[src/rtl/plti_pkg.sv]
// ---------------------------------------------------------------------------
// plti_pkg: shared types and constants of the table interpolator
// Table geometry, fixed-point widths and the command and status structs
// between controller and datapath.
// ---------------------------------------------------------------------------
`default_nettype none

package plti_pkg;

   localparam int MaxBins      = 256;
   localparam int AddrBits     = $clog2(MaxBins);
   localparam int CountBits    = AddrBits + 1;
   localparam int DataBits     = 32;
   localparam int FracBits     = 16;
   localparam int QuotBits     = FracBits + 1;
   localparam int DivBits      = DataBits + FracBits;
   localparam int StepBits     = $clog2(DivBits);

   // input command codes
   localparam logic CmdWrite = 1'b0;
   localparam logic CmdQuery = 1'b1;

   // result status codes
   localparam logic StatusOk    = 1'b0;
   localparam logic StatusEmpty = 1'b1;

   // table read address source
   typedef enum logic [1:0] {
      ADDR_FIRST = 2'b00,
      ADDR_LAST  = 2'b01,
      ADDR_SCAN  = 2'b10,
      ADDR_LOWER = 2'b11
   } addr_sel_type;

   // controller to datapath
   typedef struct packed {
      logic                 mem_write;
      logic                 mem_read;
      addr_sel_type         addr_sel;
      logic [AddrBits-1:0]  scan_index;
      logic                 capture_x;
      logic                 load_hi;
      logic                 load_lo;
      logic                 div_start;
      logic                 div_step;
      logic                 mul_lo;
      logic                 mul_hi;
      logic                 result_direct;
      logic                 result_interp;
      logic                 result_empty;
   } dp_cmd_type;

   // datapath to controller
   typedef struct packed {
      logic x_le_data;    // query energy at or below energy read
      logic x_ge_data;    // query energy at or above energy read
      logic x_lt_data;    // query energy below energy read
   } dp_status_type;

endpackage

`default_nettype wire

[src/rtl/plti_ctrl.sv]
// ---------------------------------------------------------------------------
// plti_ctrl: sequencer of the interpolator
// Handshakes, bin count register, table scan and divide/multiply steps.
// ---------------------------------------------------------------------------
`default_nettype none

module plti_ctrl (
   input  wire logic                               clock,
   input  wire logic                               reset,
   input  wire logic                               req_valid,
   output      logic                               req_ready,
   input  wire logic                               req_command,
   output      logic                               rsp_valid,
   input  wire logic                               rsp_ready,
   input  wire logic                               csr_valid,
   output      logic                               csr_ready,
   input  wire logic [plti_pkg::CountBits-1:0]     csr_bins_in_use,
   output      logic [plti_pkg::AddrBits-1:0]      last_index,
   output      plti_pkg::dp_cmd_type               cmd,
   input  wire plti_pkg::dp_status_type            status
);

   localparam int AW = plti_pkg::AddrBits;
   localparam int CW = plti_pkg::CountBits;
   localparam int SB = plti_pkg::StepBits;
   localparam int DivSteps = plti_pkg::DivBits;

   typedef enum logic [10:0] {
      ST_IDLE   = 11'b00000000001,
      ST_FIRST  = 11'b00000000010,
      ST_FCHK   = 11'b00000000100,
      ST_LCHK   = 11'b00000001000,
      ST_SCAN   = 11'b00000010000,
      ST_SCHK   = 11'b00000100000,
      ST_LOWER  = 11'b00001000000,
      ST_DIV    = 11'b00010000000,
      ST_MLO    = 11'b00100000000,
      ST_MHI    = 11'b01000000000,
      ST_SUM    = 11'b10000000000
   } state_type;

   state_type          state_ff, state_in;
   logic [CW-1:0]      bins_ff;
   logic [CW-1:0]      n_eff;
   logic [AW-1:0]      idx_ff, idx_in;
   logic [SB-1:0]      step_ff, step_in;
   logic               rsp_valid_ff;
   logic               done;
   logic               req_fire;

   // bin count register; the count in use is clamped to table size
   always_ff @(posedge clock) begin
      if (reset) begin
         bins_ff <= '0;
      end else if (csr_valid) begin
         bins_ff <= csr_bins_in_use;
      end
   end

   assign csr_ready  = 1'b1;
   assign n_eff      = (bins_ff > CW'(plti_pkg::MaxBins)) ? CW'(plti_pkg::MaxBins) : bins_ff;
   assign last_index = AW'(n_eff - CW'(1));

   // no new word while a result word waits
   assign req_ready = (state_ff == ST_IDLE) && !rsp_valid_ff;
   assign req_fire  = req_valid && req_ready;
   assign rsp_valid = rsp_valid_ff;

   always_comb begin
      state_in = state_ff;
      idx_in   = idx_ff;
      step_in  = step_ff;
      done     = 1'b0;
      cmd      = '0;
      cmd.addr_sel   = plti_pkg::ADDR_FIRST;
      cmd.scan_index = idx_ff;
      unique case (state_ff)
         ST_IDLE: begin
            if (req_fire) begin
               if (req_command == plti_pkg::CmdWrite) begin
                  cmd.mem_write = 1'b1;
               end else if (n_eff == '0) begin
                  cmd.result_empty = 1'b1;
                  done = 1'b1;
               end else begin
                  cmd.capture_x = 1'b1;
                  state_in = ST_FIRST;
               end
            end
         end
         // read entry zero
         ST_FIRST: begin
            cmd.mem_read = 1'b1;
            cmd.addr_sel = plti_pkg::ADDR_FIRST;
            state_in = ST_FCHK;
         end
         // at or below first or single entry: first opacity, else read last
         ST_FCHK: begin
            if (n_eff == CW'(1) || status.x_le_data) begin
               cmd.result_direct = 1'b1;
               done = 1'b1;
               state_in = ST_IDLE;
            end else begin
               cmd.mem_read = 1'b1;
               cmd.addr_sel = plti_pkg::ADDR_LAST;
               state_in = ST_LCHK;
            end
         end
         ST_LCHK: begin
            if (status.x_ge_data) begin
               cmd.result_direct = 1'b1;
               done = 1'b1;
               state_in = ST_IDLE;
            end else begin
               idx_in = AW'(1);
               state_in = ST_SCAN;
            end
         end
         // linear scan for the upper breakpoint
         ST_SCAN: begin
            cmd.mem_read = 1'b1;
            cmd.addr_sel = plti_pkg::ADDR_SCAN;
            state_in = ST_SCHK;
         end
         ST_SCHK: begin
            if (status.x_lt_data || ({1'b0, idx_ff} == n_eff - CW'(1))) begin
               cmd.load_hi  = 1'b1;
               cmd.mem_read = 1'b1;
               cmd.addr_sel = plti_pkg::ADDR_LOWER;
               state_in = ST_LOWER;
            end else begin
               idx_in = idx_ff + AW'(1);
               cmd.mem_read = 1'b1;
               cmd.addr_sel = plti_pkg::ADDR_SCAN;
               cmd.scan_index = idx_ff + AW'(1);
            end
         end
         // lower entry arrives: set up divide
         ST_LOWER: begin
            cmd.load_lo   = 1'b1;
            cmd.div_start = 1'b1;
            step_in  = '0;
            state_in = ST_DIV;
         end
         ST_DIV: begin
            cmd.div_step = 1'b1;
            step_in = step_ff + SB'(1);
            if (step_ff == SB'(DivSteps - 1)) begin
               cmd.mem_read = 1'b1;
               cmd.addr_sel = plti_pkg::ADDR_LOWER;
               state_in = ST_MLO;
            end
         end
         ST_MLO: begin
            cmd.mul_lo = 1'b1;
            state_in = ST_MHI;
         end
         ST_MHI: begin
            cmd.mul_hi = 1'b1;
            state_in = ST_SUM;
         end
         ST_SUM: begin
            cmd.result_interp = 1'b1;
            done = 1'b1;
            state_in = ST_IDLE;
         end
         default: state_in = ST_IDLE;
      endcase
   end

   always_ff @(posedge clock) begin
      if (reset) begin
         state_ff     <= ST_IDLE;
         idx_ff       <= '0;
         step_ff      <= '0;
         rsp_valid_ff <= 1'b0;
      end else begin
         state_ff <= state_in;
         idx_ff   <= idx_in;
         step_ff  <= step_in;
         if (done) begin
            rsp_valid_ff <= 1'b1;
         end else if (rsp_ready) begin
            rsp_valid_ff <= 1'b0;
         end
      end
   end

endmodule

`default_nettype wire

[config.mk]
export PLATFORM = sky130hd
export DESIGN_NAME = plti_ctrl
export DESIGN_NICKNAME = d
export VERILOG_FILES = /design/src/rtl/plti_pkg.sv /design/src/rtl/plti_ctrl.sv
export SDC_FILE = /design/constraint.sdc
export NUM_CORES = 1
export LEC_CHECK = 0
export BUFFER_PORTS_ARGS = -buffer_cell sky130_fd_sc_hd__clkbuf_2
export CORE_MARGIN = 5
export CORE_UTILIZATION = 49
export DETAILED_ROUTE_END_ITERATION = 10
export GPL_TIMING_DRIVEN = 0
export PLACE_DENSITY_LB_ADDON = 0.2
export SLEW_MARGIN = 30
export SYNTH_ARGS = -nofsm -noshare
export SYNTH_HDL_FRONTEND = slang
export SYNTH_SLANG_ARGS = --single-unit
[constraint.sdc]
create_clock -name clock -period 3.1 [get_ports clock]
set_clock_uncertainty 0.1 [all_clocks]
set_input_delay 0 -clock clock [delete_from_list [all_inputs] [get_ports clock]]
set_output_delay 0 -clock clock [all_outputs]
set_load 0.01 [all_outputs]
==> impl_metrics.csv <==
group,metric,value,unit
run_status,status,"finished with violations",
run_status,failed_checks,"negative hold slack, negative setup slack",
place,dpl.hpwl,4580,um
logic_synthesis,synth_mux_area_share,4.29,%
timing,fmax,0.320,GHz
logic_synthesis,async_flop_share,0,%
timing,whs,-0.00323,ns
clock_tree,clk_path_buf_depth,2,
cells_and_area,finalNonFillerCells,432,
logic_synthesis,synth_top_area_share,30.0,%
cells_and_area,layout_common_cells,"40 x clkbuf_2, 37 x nor2_1, 31 x dfxtp_1",
place,routabilityCongestion,0.879,
die,die_area,6240,sq um
detailed_routing,dr.pass1.iters,4,
clock_tree,clk_pin_slew,0.08,ns
timing,period_share,101,%
logic_synthesis,synth_top_family_by_area,"simple AND/OR/NAND/NOR gates",
grt,grt_pass1_vias,2333,
logic_synthesis,avgSynthCellArea,7.97,sq um
power_and_ir_drop,cellLeakagePower,1.34,nW
timing,tightest_slew,0.960,ns
timing,setup_viol,3,
cells_and_area,drive_gt1_share,32.0,%
place,placed_cells,394,
clock_tree,cts_buffers,5,
timing,relSlewSlack,35.5,%
critical_path,cp_data_arrival_time,3.03,ns
die,core_area,4660,sq um
hold_path,hold_class,"primary input to flip-flop",
logic_synthesis,syn-cell-area,2330,sq um
timing,rsz0062_at_grt,"yes",
timing,setup_slack,-0.0253,ns
grt,overflow,0,
critical_path,crit_chain,"or3_4, or4_4, a31o_1, a21o_1, or4_1, buf_6, and2_4, xor2_2, buf_2",
power_and_ir_drop,ir_drop,269,uV
critical_path,reg2reg_depth,9,
grt,grt_max_degree,13,
place,place_area,2640,sq um
cells_and_area,fillers,389,
cells_and_area,insertedDiodeCount,0,
detailed_routing,postRouteAntennaNets,0,
detailed_routing,wire_per_inst,15.0,um
die,pin_count,51,
grt,grt_pass1_wl,10700,um
logic_synthesis,synth_compound_area_share,16.7,%
logic_synthesis,yosysSeqAreaShare,30.0,%
timing,tns,-0.0413,ns
critical_path,crit_slowest_cell,"or4_1",
die,initial_core_util,50.1,%
logic_synthesis,synth_top_area_cell,"dfxtp_1",
logic_synthesis,yosys.area_share.xor_xnor,5.57,%
clock_tree,clk_latency,0.29,ns
logic_synthesis,synth_nets,316,
logic_synthesis,yosys_warnings,0,
timing,slew_viol_final,0,
grt,grtUsageTotal,21.2,%
clock_tree,cts_tree,"built",
cells_and_area,finalNetCount,400,
clock_tree,clock-root-buffer,"clkbuf_8",
logic_synthesis,synth_ff_type,"dfxtp_1",
critical_path,crit_path_max_fanout,8,
power_and_ir_drop,power_density,392,nW/um^2
detailed_routing,drtIter0Drc,87,
hold_path,min_path_cells,3,
detailed_routing,vias,2437,
detailed_routing,route.detailed.drc,0,
logic_synthesis,synthTopCellsByArea,"dfxtp_1 30%, nor2_1 5.9%, mux2i_1 4.3%",
logic_synthesis,synth-edff-count,0,
die,die_h,79.0,um
flow_run,cap_viol_max_count,0,
critical_path,startpoint_type,"flip-flop",
critical_path,worst_setup_path_end_kind,"primary output",
logic_synthesis,synthAdderAreaFrac,2.68,%
logic_synthesis,yosys.area_share.simple,35.4,%
critical_path,crit_required,3.00,ns
critical_path,slowest_delay,0.54,ns
logic_synthesis,synth_seq_cells,35,
critical_path,critical_path_class,"flip-flop to primary output",
cells_and_area,stdcell_area,3140,sq um
detailed_routing,drt-total-wl,6490,um
grt,grt_antenna_before_repair,0,
place,port_buffers,47,
clock_tree,cts_sinks,35,
logic_synthesis,netlist_instances,293,
die,die_w,79.0,um
die,fp-row-count,25,
cells_and_area,area_delta_synth_final,34.6,%
cells_and_area,post-route-util,67.4,%
detailed_routing,via_per_inst,5.64,
timing,fin_crit,3.13,ns
cells_and_area,final_common_cell,"clkbuf_2",
timing,final_hold_viol_count,1,
place,dp_worst_setup_slack,-0.518,ns
logic_synthesis,yosysUniqueCellTypes,66,
clock_tree,htreeDepth,2,
## metrics by stage
step / power (mW) / hold WS [ns]
final: 1.23 / -0.00323
after floorplan: 0.686 / -0.0470
after global routing: 1.30 / 0.0232
after detailed placement: 0.766 / 0.142
after CTS: 1.22 / 0.00339
after global placement: 0.763 / 0.134
## cells by family after synthesis
logic type | count (synthesis)
XOR/XNOR | 14
flip-flops | 35
multiplexers | 10
adder cells (fa/ha/maj) | 5
AND/OR/NAND/NOR | 144
other | 1
AO/OA/AOI/OAI | 58
buffers and inverters | 26
## cell type report
type                    count  area [sq um]  area share [%]
clock inverters             3          43.8            1.39
flip-flops and latches     35           708            22.5
clock buffers               5          68.8            2.19
plain buffers              12          67.6            2.15
multi-input cells         232          1630            51.9
inverters                  13          52.6            1.67
well taps                  54          67.6            2.15
repair buffers             78           502            16.0
## metal layers
| metal | up-vias | part of all wire (%) | track usage [%] |
|---|---|---|---|
| met5 | - | 0 | 0 |
| met4 | 0 | 1.6 | 7.56 |
| met3 | 10 | 4.9 | 4.65 |
| met2 | 65 | 48 | 35.4 |
| met1 | 1130 | 45 | 26.6 |
| li1 | 1232 | - | - |
## flip-flops by register name (all words and copies together), names as in the netlist
| name | count |
|---|---|
| bins_ff | 9 |
| idx_ff | 8 |
| rsp_valid | 1 |
| state_ff | 11 |
| step_ff | 6 |
## worst paths after layout
check,to,slack [ns],from
setup / recovery,cmd[12],-0.03,bins_ff[2]
hold / removal,rsp_valid,-0.003,reset
setup reg to reg,idx_ff[7],0.16,bins_ff[2]
hold reg to reg,step_ff[5],0.39,step_ff[5]
## cell usage after synthesis, drive strengths merged, types with 7 or more instances
cell type	number
o21ai	15
nor3	10
dfxtp	35
nand2	18
a21oi	14
mux2i	10
nand3	14
clkbuf	7
xnor2	8
nor2	39
inv	12
## critical path, delay by kind of cell, from the launching register on
kind | cells | cell delay [ns]
simple gates | 4 | 1.53
compound gates | 2 | 0.41
flops | 1 | 0.36
buf+inv | 2 | 0.31
xor+xnor | 1 | 0.13
## repair_timing
action | CTS | global route
setup endpoints to repair | 26 | 22
buffers inserted | 17 | 3
gates resized for setup | 19 | 21
pin swaps | 6 | 8
endpoints found under the hold margin | 11 | 0
hold buffers | 11 | 0
## power by group
| group | switching [mW] | leakage, nW | internal, mW |
|---|---|---|---|
| clock | 0.179 | 0.0581 | 0.239 |
| sequential | 0.0257 | 0.286 | 0.466 |
| combinational | 0.175 | 0.999 | 0.146 |
Note: power is estimated with default switching activity, not from simulation.
